`config.mk`:
```
export PLATFORM = sky130hd
export DESIGN_NAME = reliable_window_sequence_controller
export DESIGN_NICKNAME = d
export VERILOG_FILES = /design/src/rtl/rwsc_pkg.sv /design/src/rtl/rwsc_seq_unit.sv /design/src/rtl/rwsc_win_unit.sv /design/src/rtl/reliable_window_sequence_controller.sv
export SDC_FILE = /design/constraint.sdc
export NUM_CORES = 2
export LEC_CHECK = 0
export BUFFER_PORTS_ARGS = -buffer_cell sky130_fd_sc_hd__buf_2
export CORE_MARGIN = 1.5
export CORE_UTILIZATION = 60
export CTS_BUF_LIST = sky130_fd_sc_hd__clkbuf_4
export DETAILED_ROUTE_END_ITERATION = 10
export GPL_ROUTABILITY_DRIVEN = 0
export GPL_TIMING_DRIVEN = 0
export PLACE_DENSITY = 0.87
export SYNTH_ARGS = -nofsm -noshare
export SYNTH_HDL_FRONTEND = slang
export SYNTH_SLANG_ARGS = --single-unit
```
`constraint.sdc`:
```
create_clock -name clk_i -period 29.3 [get_ports clk_i]
set_input_delay 8.79 -clock clk_i [delete_from_list [all_inputs] [get_ports clk_i]]
set_output_delay 8.79 -clock clk_i [all_outputs]
set_load 0.01 [all_outputs]
```
`src/rtl/rwsc_pkg.sv`:
```
// shared types, codes and constants of the reliable window sequence controller
`timescale 1ns / 1ps

package rwsc_pkg;

  // sequence numbering
  localparam int unsigned SEQ_BITS_DEF = 16;
  localparam int unsigned SEQ_MAX_BITS = 32;
  localparam int unsigned SEQ_CMP_W    = SEQ_MAX_BITS + 2;

  // bus widths
  localparam int unsigned TDATA_IN_W  = 88;
  localparam int unsigned TUSER_IN_W  = 3;
  localparam int unsigned TDATA_OUT_W = 40;
  localparam int unsigned CFG_IDX_W   = 1;
  localparam int unsigned CFG_DATA_W  = 16;

  // configuration register indexes
  localparam logic [CFG_IDX_W-1:0] CFG_WINDOW_MIN = 1'b0;
  localparam logic [CFG_IDX_W-1:0] CFG_WINDOW_MAX = 1'b1;

  // reset values
  localparam logic [15:0] WINDOW_MIN_RST = 16'd64;
  localparam logic [15:0] WINDOW_MAX_RST = 16'd32768;
  localparam logic [15:0] WINDOW_RST     = 16'd1024;

  // timing
  localparam logic [16:0] ACC_MAX       = 17'd131071;
  localparam logic [16:0] MS_PER_ADAPT  = 17'd1000;
  localparam logic [16:0] MS_PER_RATE   = 17'd10000;

  // window steps, signed 18 bit
  localparam logic signed [17:0] STEP_UP_BIG   = 18'sd100;
  localparam logic signed [17:0] STEP_UP_SMALL = 18'sd50;
  localparam logic signed [17:0] STEP_DN_BIG   = -18'sd100;
  localparam logic signed [17:0] STEP_DN_SMALL = -18'sd50;

  // item kinds
  typedef enum logic [2:0] {
    KIND_SEQ_REQ  = 3'd0,
    KIND_PUT_BACK = 3'd1,
    KIND_SENT     = 3'd2,
    KIND_LOSS     = 3'd3,
    KIND_LATE     = 3'd4,
    KIND_TICK     = 3'd5
  } kind_e;

  // one input item
  typedef struct packed {
    logic [2:0]  kind;
    logic [15:0] seq_in;
    logic        unacked_pending;
    logic [15:0] lowest_unacked;
    logic [15:0] byte_count;
    logic [7:0]  packet_count;
    logic [7:0]  loss_count;
    logic [15:0] elapsed_ms;
  } item_t;

  // saturating 32 bit add
  function automatic logic [31:0] sat_add32(input logic [31:0] a, input logic [31:0] b);
    logic [32:0] s;
    s = {1'b0, a} + {1'b0, b};
    return s[32] ? 32'hFFFF_FFFF : s[31:0];
  endfunction

endpackage

```
`src/rtl/rwsc_seq_unit.sv`:
```
// outgoing sequence number: window check, grant and put-back
`timescale 1ns / 1ps

module rwsc_seq_unit #(
  parameter int unsigned SEQ_BITS = rwsc_pkg::SEQ_BITS_DEF
) (
  input  logic                clk_i,
  input  logic                rst_ni,
  input  logic                fire_i,
  input  rwsc_pkg::item_t     item_i,
  input  logic [15:0]         window_i,
  output logic [15:0]         seq_out_o,
  output logic                ok_o
);

  localparam int unsigned CW = rwsc_pkg::SEQ_CMP_W;

  logic [SEQ_BITS-1:0] next_q, next_d;
  logic [rwsc_pkg::SEQ_MAX_BITS-1:0] seq_ext, low_ext;
  logic [SEQ_BITS-1:0] seq_w, low_w;
  logic [SEQ_BITS-1:0] dist_fwd;
  logic [SEQ_BITS:0]   dist_wrap;
  logic [CW-1:0]       dist_c, win_c;
  logic [rwsc_pkg::SEQ_MAX_BITS:0] next_wide;
  logic                grant;

  // mask incoming numbers to the sequence width
  assign seq_ext = {{(rwsc_pkg::SEQ_MAX_BITS-16){1'b0}}, item_i.seq_in};
  assign low_ext = {{(rwsc_pkg::SEQ_MAX_BITS-16){1'b0}}, item_i.lowest_unacked};
  assign seq_w   = seq_ext[SEQ_BITS-1:0];
  assign low_w   = low_ext[SEQ_BITS-1:0];

  // distance from the lowest unacked number, with and without wrap
  assign dist_fwd  = next_q - low_w;
  assign dist_wrap = {1'b0, next_q} + {1'b0, ~low_w};
  assign dist_c    = (low_w < next_q) ? {{(CW-SEQ_BITS){1'b0}}, dist_fwd}
                                      : {{(CW-SEQ_BITS-1){1'b0}}, dist_wrap};
  assign win_c     = {{(CW-16){1'b0}}, window_i};
  assign grant     = !item_i.unacked_pending || (dist_c <= win_c);
  // number zero-extended to a fixed width, low 16 bits go out
  assign next_wide = {{(rwsc_pkg::SEQ_MAX_BITS+1-SEQ_BITS){1'b0}}, next_q};

  // per-kind result and next number
  always_comb begin
    next_d    = next_q;
    seq_out_o = '0;
    ok_o      = 1'b0;
    case (item_i.kind)
      rwsc_pkg::KIND_SEQ_REQ: begin
        if (grant) begin
          seq_out_o = next_wide[15:0];
          ok_o      = 1'b1;
          next_d    = next_q + 1'b1;
        end
      end
      rwsc_pkg::KIND_PUT_BACK: begin
        if (seq_w + 1'b1 == next_q) begin
          next_d = seq_w;
          ok_o   = 1'b1;
        end
      end
      default: begin
        next_d = next_q;
      end
    endcase
  end

  // sequence register
  always_ff @(posedge clk_i or negedge rst_ni) begin
    if (!rst_ni) begin
      next_q <= '0;
    end else if (fire_i) begin
      next_q <= next_d;
    end
  end

  // refused request keeps the number
  a_refused_keeps: assert property (@(posedge clk_i) disable iff (!rst_ni)
    (fire_i && item_i.kind == rwsc_pkg::KIND_SEQ_REQ && !ok_o) |=> $stable(next_q))
    else $error("refused request moved the sequence number");

  // only requests and put-backs touch the number
  a_other_kinds_keep: assert property (@(posedge clk_i) disable iff (!rst_ni)
    (fire_i && item_i.kind != rwsc_pkg::KIND_SEQ_REQ
            && item_i.kind != rwsc_pkg::KIND_PUT_BACK) |=> $stable(next_q))
    else $error("sequence number changed by a non-sequence item");

endmodule

```
`src/rtl/rwsc_win_unit.sv`:
```
// packet counters, millisecond accumulators and window adaptation
`timescale 1ns / 1ps

module rwsc_win_unit (
  input  logic            clk_i,
  input  logic            rst_ni,
  input  logic            fire_i,
  input  rwsc_pkg::item_t item_i,
  input  logic [15:0]     window_min_i,
  input  logic [15:0]     window_max_i,
  output logic [15:0]     window_cur_o,
  output logic [15:0]     window_nxt_o
);

  logic [15:0] window_q, window_d;
  logic [31:0] bytes_q, bytes_d;
  logic [31:0] pkt_ok_q, pkt_ok_d;
  logic [31:0] pkt_lost_q, pkt_lost_d;
  logic [31:0] pkt_late_q, pkt_late_d;
  logic [16:0] second_q, second_d;
  logic [16:0] rate_q, rate_d;

  logic [17:0] second_sum;
  logic [16:0] second_sat;
  logic [16:0] rate_sum;
  logic        adapt;
  logic [31:0] loss_sum, loss_c;
  logic [39:0] loss_w, ok_w, loss_x100, loss_x20, loss_x10, ok_x3;
  logic        used, up_big, up_small, dn_big, dn_small;
  logic        step_en;
  logic signed [17:0] step, size, lo_s, hi_s;
  logic [15:0] clamped;

  // accumulators
  assign second_sum = {1'b0, second_q} + {2'b0, item_i.elapsed_ms};
  assign second_sat = (second_sum > {1'b0, rwsc_pkg::ACC_MAX}) ? rwsc_pkg::ACC_MAX
                                                               : second_sum[16:0];
  assign rate_sum   = rate_q + {1'b0, item_i.elapsed_ms};
  assign adapt      = second_sat > rwsc_pkg::MS_PER_ADAPT;

  // clamped loss and exact ratio comparisons
  assign loss_sum  = rwsc_pkg::sat_add32(pkt_lost_q, pkt_late_q);
  assign loss_c    = (loss_sum > pkt_ok_q) ? pkt_ok_q : loss_sum;
  assign loss_w    = {8'b0, loss_c};
  assign ok_w      = {8'b0, pkt_ok_q};
  assign loss_x100 = (loss_w << 6) + (loss_w << 5) + (loss_w << 2);
  assign loss_x20  = (loss_w << 4) + (loss_w << 2);
  assign loss_x10  = (loss_w << 3) + (loss_w << 1);
  assign ok_x3     = (ok_w << 1) + ok_w;
  assign used      = bytes_q > {8'b0, window_q, 8'b0};
  assign up_big    = (loss_x100 < ok_w) || (pkt_ok_q == '0);
  assign up_small  = loss_x20 < ok_w;
  assign dn_big    = loss_x20 > ok_x3;
  assign dn_small  = loss_x10 > ok_w;

  // step selection
  always_comb begin
    step    = '0;
    step_en = 1'b0;
    if (up_big) begin
      step    = rwsc_pkg::STEP_UP_BIG;
      step_en = used;
    end else if (up_small) begin
      step    = rwsc_pkg::STEP_UP_SMALL;
      step_en = used;
    end else if (dn_big) begin
      step    = rwsc_pkg::STEP_DN_BIG;
      step_en = 1'b1;
    end else if (dn_small) begin
      step    = rwsc_pkg::STEP_DN_SMALL;
      step_en = 1'b1;
    end
  end

  // clamp to the configured bounds, low bound first
  assign size = $signed({2'b0, window_q}) + step;
  assign lo_s = $signed({2'b0, window_min_i});
  assign hi_s = $signed({2'b0, window_max_i});
  always_comb begin
    if (size < lo_s) begin
      clamped = window_min_i;
    end else if (size > hi_s) begin
      clamped = window_max_i;
    end else begin
      clamped = size[15:0];
    end
  end

  // per-kind state update
  always_comb begin
    window_d   = window_q;
    bytes_d    = bytes_q;
    pkt_ok_d   = pkt_ok_q;
    pkt_lost_d = pkt_lost_q;
    pkt_late_d = pkt_late_q;
    second_d   = second_q;
    rate_d     = rate_q;
    case (item_i.kind)
      rwsc_pkg::KIND_SENT: begin
        bytes_d  = rwsc_pkg::sat_add32(bytes_q, {16'b0, item_i.byte_count});
        pkt_ok_d = rwsc_pkg::sat_add32(pkt_ok_q, {24'b0, item_i.packet_count});
      end
      rwsc_pkg::KIND_LOSS: begin
        pkt_lost_d = rwsc_pkg::sat_add32(pkt_lost_q, {24'b0, item_i.loss_count});
      end
      rwsc_pkg::KIND_LATE: begin
        pkt_late_d = rwsc_pkg::sat_add32(pkt_late_q, 32'd1);
      end
      rwsc_pkg::KIND_TICK: begin
        second_d = second_sat;
        if (adapt) begin
          second_d   = second_sat - rwsc_pkg::MS_PER_ADAPT;
          pkt_ok_d   = '0;
          pkt_lost_d = '0;
          pkt_late_d = '0;
          if (step_en) begin
            window_d = clamped;
          end
        end
        if (rate_sum > rwsc_pkg::MS_PER_RATE) begin
          bytes_d = '0;
          rate_d  = '0;
        end else begin
          rate_d = rate_sum;
        end
      end
      default: begin
        window_d = window_q;
      end
    endcase
  end

  // state registers
  always_ff @(posedge clk_i or negedge rst_ni) begin
    if (!rst_ni) begin
      window_q   <= rwsc_pkg::WINDOW_RST;
      bytes_q    <= '0;
      pkt_ok_q   <= '0;
      pkt_lost_q <= '0;
      pkt_late_q <= '0;
      second_q   <= '0;
      rate_q     <= '0;
    end else if (fire_i) begin
      window_q   <= window_d;
      bytes_q    <= bytes_d;
      pkt_ok_q   <= pkt_ok_d;
      pkt_lost_q <= pkt_lost_d;
      pkt_late_q <= pkt_late_d;
      second_q   <= second_d;
      rate_q     <= rate_d;
    end
  end

  assign window_cur_o = window_q;
  assign window_nxt_o = window_d;

  // window moves only on a tick that completes a second
  a_window_only_on_adapt: assert property (@(posedge clk_i) disable iff (!rst_ni)
    (fire_i && !(item_i.kind == rwsc_pkg::KIND_TICK && adapt)) |=> $stable(window_q))
    else $error("window changed outside adaptation");

endmodule

```
`src/rtl/reliable_window_sequence_controller.sv`:
```
// top level: input register, sequence and window units, result register, config
// an accepted item passes the input register, then the result register; one item
//   per cycle sustained while the master side keeps m_axis_tready high
// throughput is set by the combinational update of the sequence and counter
//   state between the two registers
// reset (rst_ni, async, active low) clears the valid flags and unit state, window to 1024,
//   bounds to 64 and 32768; item and result data are not reset; no clearing pass
`timescale 1ns / 1ps

module reliable_window_sequence_controller #(
  parameter int unsigned SEQ_BITS = rwsc_pkg::SEQ_BITS_DEF
) (
  input  logic                                clk_i,
  input  logic                                rst_ni,
  // slave side
  input  logic                                s_axis_tvalid,
  output logic                                s_axis_tready,
  // seq_in[15:0], unacked_pending[16], lowest_unacked[32:17], byte_count[48:33],
  // packet_count[56:49], loss_count[64:57], elapsed_ms[80:65], zero pad
  input  logic [rwsc_pkg::TDATA_IN_W-1:0]     s_axis_tdata,
  // kind[2:0]
  input  logic [rwsc_pkg::TUSER_IN_W-1:0]     s_axis_tuser,
  // master side
  output logic                                m_axis_tvalid,
  input  logic                                m_axis_tready,
  // seq_out[15:0], ok[16], window[32:17], zero pad
  output logic [rwsc_pkg::TDATA_OUT_W-1:0]    m_axis_tdata,
  // configuration write channel
  input  logic                                cfg_valid_i,
  output logic                                cfg_ready_o,
  input  logic [rwsc_pkg::CFG_IDX_W-1:0]      cfg_index_i,
  input  logic [rwsc_pkg::CFG_DATA_W-1:0]     cfg_data_i
);

  rwsc_pkg::item_t item_q, item_in;
  logic        in_vld_q;
  logic        out_vld_q;
  logic [15:0] out_seq_q;
  logic        out_ok_q;
  logic [15:0] out_win_q;
  logic        out_free, adv, s_fire;
  logic [15:0] win_min_q, win_max_q;
  logic [15:0] seq_out, window_cur, window_nxt;
  logic        ok;

  // handshake
  assign out_free      = !out_vld_q || m_axis_tready;
  assign adv           = in_vld_q && out_free;
  assign s_axis_tready = !in_vld_q || adv;
  assign s_fire        = s_axis_tvalid && s_axis_tready;
  assign cfg_ready_o   = 1'b1;

  // unpack the incoming item
  assign item_in.kind            = s_axis_tuser[2:0];
  assign item_in.seq_in          = s_axis_tdata[15:0];
  assign item_in.unacked_pending = s_axis_tdata[16];
  assign item_in.lowest_unacked  = s_axis_tdata[32:17];
  assign item_in.byte_count      = s_axis_tdata[48:33];
  assign item_in.packet_count    = s_axis_tdata[56:49];
  assign item_in.loss_count      = s_axis_tdata[64:57];
  assign item_in.elapsed_ms      = s_axis_tdata[80:65];

  // input register
  always_ff @(posedge clk_i or negedge rst_ni) begin
    if (!rst_ni) begin
      in_vld_q <= 1'b0;
    end else if (s_fire) begin
      in_vld_q <= 1'b1;
    end else if (adv) begin
      in_vld_q <= 1'b0;
    end
  end

  always_ff @(posedge clk_i) begin
    if (s_fire) begin
      item_q <= item_in;
    end
  end

  // configuration registers
  always_ff @(posedge clk_i or negedge rst_ni) begin
    if (!rst_ni) begin
      win_min_q <= rwsc_pkg::WINDOW_MIN_RST;
      win_max_q <= rwsc_pkg::WINDOW_MAX_RST;
    end else if (cfg_valid_i) begin
      case (cfg_index_i)
        rwsc_pkg::CFG_WINDOW_MIN: win_min_q <= cfg_data_i;
        rwsc_pkg::CFG_WINDOW_MAX: win_max_q <= cfg_data_i;
        default: win_min_q <= win_min_q;
      endcase
    end
  end

  rwsc_seq_unit #(
    .SEQ_BITS (SEQ_BITS)
  ) u_seq (
    .clk_i     (clk_i),
    .rst_ni    (rst_ni),
    .fire_i    (adv),
    .item_i    (item_q),
    .window_i  (window_cur),
    .seq_out_o (seq_out),
    .ok_o      (ok)
  );

  rwsc_win_unit u_win (
    .clk_i        (clk_i),
    .rst_ni       (rst_ni),
    .fire_i       (adv),
    .item_i       (item_q),
    .window_min_i (win_min_q),
    .window_max_i (win_max_q),
    .window_cur_o (window_cur),
    .window_nxt_o (window_nxt)
  );

  // result register
  always_ff @(posedge clk_i or negedge rst_ni) begin
    if (!rst_ni) begin
      out_vld_q <= 1'b0;
    end else if (adv) begin
      out_vld_q <= 1'b1;
    end else if (m_axis_tready) begin
      out_vld_q <= 1'b0;
    end
  end

  always_ff @(posedge clk_i) begin
    if (adv) begin
      out_seq_q <= seq_out;
      out_ok_q  <= ok;
      out_win_q <= window_nxt;
    end
  end

  assign m_axis_tvalid = out_vld_q;
  assign m_axis_tdata  = {7'b0, out_win_q, out_ok_q, out_seq_q};

  // a nonzero number is only handed out with ok
  a_seq_implies_ok: assert property (@(posedge clk_i) disable iff (!rst_ni)
    (out_vld_q && out_seq_q != '0) |-> out_ok_q)
    else $error("sequence number reported without grant");

  // slave side stalls only behind a full, stalled result register
  a_stall_cause: assert property (@(posedge clk_i) disable iff (!rst_ni)
    !s_axis_tready |-> (in_vld_q && out_vld_q && !m_axis_tready))
    else $error("input stalled without output back-pressure");

  // a moving item always lands in the result register
  a_adv_fills_out: assert property (@(posedge clk_i) disable iff (!rst_ni)
    adv |=> out_vld_q)
    else $error("item lost between input and result register");

endmodule

```
==> insert_results.sql <==
INSERT INTO impl_metrics (metric_group, metric, value, unit) VALUES
('power_and_ir_drop', 'post-layout-total-power', '2906', 'uW'),
('routing', 'totalWireLength', '92.87', 'mm'),
('finish', 'final_layout_size_suffix_gt1_share', '9.197', '%'),
('critical_path', 'path_class', 'flop to flop', ''),
('place', 'pre_cts_ws', '10710', 'ps'),
('routing', 'via_count', '31960', ''),
('synthesis', 'post_synth_inst_count', '3979', ''),
('global_routing', 'largest_net_degree_at_the_start_of_global_routing', '89', ''),
('synthesis', 'synth_enable_flop_cells', '117', ''),
('clock_network', 'clk_latency', '890', 'ps'),
('critical_path', 'reg2reg_from', 'u_win.pkt_late_q[0]', ''),
('timing', 'slew_viol_final', '0', ''),
('critical_path', 'start_kind', 'flop', ''),
('die', 'die-height', '239.1', 'um'),
('routing', 'avgViaCountPerCell', '6.333', ''),
('timing', 'setup_tns', '0', 'ps'),
('place', 'place.detailed.hpwl', '71.84', 'mm'),
('die', 'die_x', '239.1', 'um'),
('power_and_ir_drop', 'power.share.sequential', '23.2', '%'),
('clock_network', 'cts.hold.buffers_added', '0', ''),
('power_and_ir_drop', 'static-leakage-power', '0.01734', 'uW'),
('synthesis', 'cell_area_after_technology_mapping', '0.03346', 'mm^2'),
('clock_network', 'clock_tree_from_tritoncts', 'built', ''),
('timing', 'skew', '96.46', 'ps'),
('critical_path', 'worstPathMaxFanout', '11', ''),
('timing', 'worst-slew-pin-transition', '1372', 'ps'),
('synthesis', 'yosys_warnings', '0', ''),
('global_routing', 'gr-usage-met1', '40.39', '%'),
('routing', 'route.detailed.wl_per_inst', '18.40', 'um'),
('routing', 'first_iter_violations', '3225', ''),
('die', 'floorplan.die_area', '0.05719', 'mm^2'),
('synthesis', 'portion_of_the_post_synthesis_area_used_by_sequential_elements', '27.56', '%'),
('timing', 'finalHoldViolations', '0', ''),
('critical_path', 'worst_r2r_path_depth', '69', ''),
('finish', 'post-route-cell-area', '0.03643', 'mm^2'),
('hold_path', 'hp-start', 'u_win.second_q[0]', ''),
('critical_path', 'cp_slowest_cell', 'sky130_fd_sc_hd__nor2_1', ''),
('critical_path', 'path_buf_inv', '5', ''),
('global_routing', 'grt_usage', '31.89', '%'),
('place', 'port_buffers', '140', ''),
('die', 'initial_core_util', '60.73', '%'),
('critical_path', 'worst_path_most_repeated_cell', 'sky130_fd_sc_hd__a21oi_1', ''),
('global_routing', 'gr-total-overflow', '0', ''),
('power_and_ir_drop', 'pwr_density_cell', '79.77', 'mW/mm^2'),
('routing', 'drtAntennaViolNets', '0', ''),
('run_status', 'run_status', 'finished clean', ''),
('timing', 'final.min_clock_period', '19340', 'ps'),
('critical_path', 'end_kind', 'flop', ''),
('die', 'top_level_ports', '156', ''),
('timing', 'final-setup-viol-count', '0', ''),
('synthesis', 'postSynth.asyncResetShare', '66.09', '%'),
('clock_network', 'cts_sinks', '345', ''),
('global_routing', 'grt_pass1_wl', '148.2', 'mm'),
('die', 'fp.coreArea', '0.05509', 'mm^2'),
('synthesis', 'synth_top_flop_cell', 'sky130_fd_sc_hd__dfrtp_1', ''),
('hold_path', 'min_delay_path_depth', '2', ''),
('critical_path', 'r2r_setup_slack', '9960', 'ps'),
('critical_path', 'largest_stage_delay_worst_path', '700', 'ps'),
('finish', 'area_growth_syn_to_layout', '8.885', '%'),
('synthesis', 'post_synth_num_cell_types', '93', ''),
('timing', 'timing.max_slew.rel_slack', '7.797', '%'),
('critical_path', 'worstPathArrival', '19930', 'ps'),
('timing', 'period_share', '66.02', '%'),
('global_routing', 'global_route.usage.met3', '4.030', '%'),
('power_and_ir_drop', 'internal-power', '1576', 'uW'),
('critical_path', 'critPathTopFamily', 'compound AO/OA/AOI/OAI gates', ''),
('critical_path', 'worst_ep_required_time', '29890', 'ps'),
('routing', 'first_pass_iteration_count_of_the_detailed_router', '7', ''),
('synthesis', 'post_synth.cell_area_avg', '8.409', 'um^2'),
('clock_network', 'cts_repair_resize_count', '0', ''),
('routing', 'drc', '0', '');
-- cell usage after synthesis, types with 8 or more instances --
master / count / area, um^2
sky130_fd_sc_hd__o22ai_1: 8 / 50.05
sky130_fd_sc_hd__o221a_1: 20 / 225.2
sky130_fd_sc_hd__nor2_1: 326 / 1224
sky130_fd_sc_hd__dfrtp_1: 225 / 5630
sky130_fd_sc_hd__nand3b_1: 12 / 90.09
sky130_fd_sc_hd__a22o_1: 14 / 122.6
sky130_fd_sc_hd__nand2_1: 322 / 1209
sky130_fd_sc_hd__xnor2_1: 146 / 1279
sky130_fd_sc_hd__and4_1: 10 / 87.58
sky130_fd_sc_hd__a31oi_1: 61 / 381.6
sky130_fd_sc_hd__ha_1: 487 / 6093
sky130_fd_sc_hd__nand4_1: 68 / 425.4
sky130_fd_sc_hd__mux2_2: 24 / 270.3
sky130_fd_sc_hd__nand2b_1: 42 / 262.8
sky130_fd_sc_hd__o211ai_1: 40 / 300.3
sky130_fd_sc_hd__nor4_1: 17 / 106.4
sky130_fd_sc_hd__fa_1: 13 / 260.3
sky130_fd_sc_hd__a221o_1: 17 / 170.2
sky130_fd_sc_hd__a2111oi_0: 10 / 87.58
sky130_fd_sc_hd__nand3_1: 96 / 480.5
sky130_fd_sc_hd__clkbuf_1: 88 / 330.3
sky130_fd_sc_hd__or3_1: 15 / 93.84
sky130_fd_sc_hd__nor3_1: 70 / 350.3
sky130_fd_sc_hd__a21boi_0: 13 / 97.59
sky130_fd_sc_hd__a21oi_1: 361 / 1807
sky130_fd_sc_hd__o21bai_1: 36 / 270.3
sky130_fd_sc_hd__inv_1: 234 / 878.3
sky130_fd_sc_hd__o22a_1: 23 / 201.4
sky130_fd_sc_hd__and3_1: 58 / 362.9
sky130_fd_sc_hd__nor2b_1: 56 / 350.3
sky130_fd_sc_hd__mux2i_1: 8 / 80.08
sky130_fd_sc_hd__a21o_1: 143 / 1074
sky130_fd_sc_hd__and2_1: 51 / 319.1
sky130_fd_sc_hd__o21ai_0: 370 / 1852
sky130_fd_sc_hd__buf_4: 9 / 67.56
sky130_fd_sc_hd__edfxtp_1: 117 / 3513
sky130_fd_sc_hd__xor2_1: 72 / 630.6
sky130_fd_sc_hd__o21a_1: 53 / 397.9
sky130_fd_sc_hd__or2_2: 38 / 237.7
sky130_fd_sc_hd__a221oi_1: 11 / 96.34
sky130_fd_sc_hd__a211o_1: 10 / 87.58
sky130_fd_sc_hd__a211oi_1: 45 / 337.8
-- logic make-up after synthesis --
group,share of synthesized area [%]
other cells,0.02245
buf+inv,4.072
xor+xnor,5.707
fa+ha+maj,19.02
mux,1.047
simple gates,17.59
compound gates,24.98
flops,27.56
-- how the worst max path moves through the flow --
stage	startpoint	to	slack (ps)	depth (start not counted)
after floorplan	m_axis_tready	s_axis_tready	11510	1
after global placement	u_win.pkt_late_q[0]	out_win_q[4]	11010	71
after detailed placement	u_win.pkt_late_q[0]	out_win_q[4]	10710	71
after CTS	u_win.pkt_late_q[0]	out_win_q[4]	10590	71
after global routing	u_win.pkt_late_q[0]	out_win_q[13]	8930	75
final	u_win.pkt_late_q[0]	out_win_q[4]	9960	69
-- state kept, by name, summed over array words and instances, names as in the netlist --
name	cells
u_win.second_q	17
item_q	84
u_win.pkt_late_q	32
out_win_q	16
win_max_q	16
u_win.rate_q	17
u_win.bytes_q	32
u_seq.next_q	16
u_win.pkt_ok_q	32
in_vld_q	1
out_seq_q	16
out_ok_q	1
m_axis_tvalid	1
win_min_q	16
u_win.window_cur_o	16
u_win.pkt_lost_q	32
-- cells in the final DEF, fill, tap and decap left out, types with 14 or more instances in the layout --
cell type / count
sky130_fd_sc_hd__xnor2_1: 146
sky130_fd_sc_hd__buf_2: 145
sky130_fd_sc_hd__a31oi_1: 61
sky130_fd_sc_hd__nand2_1: 322
sky130_fd_sc_hd__nand4_1: 68
sky130_fd_sc_hd__and3_1: 58
sky130_fd_sc_hd__nand2b_1: 42
sky130_fd_sc_hd__clkinv_1: 23
sky130_fd_sc_hd__inv_1: 234
sky130_fd_sc_hd__nand3_1: 96
sky130_fd_sc_hd__a21o_1: 143
sky130_fd_sc_hd__nor2b_1: 56
sky130_fd_sc_hd__nor2_1: 326
sky130_fd_sc_hd__edfxtp_1: 117
sky130_fd_sc_hd__o21a_1: 53
sky130_fd_sc_hd__mux2_2: 24
sky130_fd_sc_hd__o21bai_1: 36
sky130_fd_sc_hd__nor3_1: 70
sky130_fd_sc_hd__or3_1: 15
sky130_fd_sc_hd__ha_1: 487
sky130_fd_sc_hd__clkbuf_1: 88
sky130_fd_sc_hd__and2_1: 50
sky130_fd_sc_hd__a211oi_1: 45
sky130_fd_sc_hd__o22a_1: 23
sky130_fd_sc_hd__or2_2: 38
sky130_fd_sc_hd__o211ai_1: 40
sky130_fd_sc_hd__dfrtp_1: 225
sky130_fd_sc_hd__xor2_1: 72
sky130_fd_sc_hd__a22o_1: 14
sky130_fd_sc_hd__o221a_1: 20
sky130_fd_sc_hd__nor4_1: 17
sky130_fd_sc_hd__clkbuf_4: 123
sky130_fd_sc_hd__o21ai_0: 370
sky130_fd_sc_hd__a221o_1: 17
sky130_fd_sc_hd__a21oi_1: 361
-- power by group through the flow --
stage	Combinational [uW]	Sequential, uW	Clock, uW
4_1_cts	1750	671	452
6_report	1790	675	444
3_3_place_gp	1670	678	0
5_1_grt	1990	682	474
2_1_floorplan	1350	649	0
3_5_place_dp	1730	680	0
-- per-layer routing --
layer  part of all wire [%]  up-vias
met5                      0        -
met4                    5.5        0
met3                    7.1      312
met2                     46     1471
met1                     42    14980
li1                       -    15200
-- per-stage QoR --
stage / hold WS, ps / std cells
after floorplan: 442.8 / 3985
after global placement: 455.6 / 4873
after detailed placement: 472.3 / 4876
after CTS: 486.4 / 5043
after global routing: 504.9 / 5044
final: 480.5 / 5047
-- worst reg2reg max path: cells and delay by family (launching register included) --
kind / cells / cell delay, ps
AOI/OAI and AO/OA: 37 / 10110
xor gates and xnor gates: 3 / 510
and+or+nand+nor: 16 / 3430
DFF: 1 / 430
adders and majority gates: 8 / 2910
buffers and inverters: 5 / 1650
-- final cells by class --
class / instances / area, um^2
antenna: 4 / 10.01
buffer: 111 / 480.5
clock buffer: 123 / 923.4
clock inverter: 44 / 285.3
fill: 4487 / 18660
inverter: 235 / 882.1
multi-input combinational: 3294 / 22900
sequential: 345 / 9223
tap: 748 / 935.9
timing repair buffer: 143 / 793.3
Power figures use the tool's default switching activity.
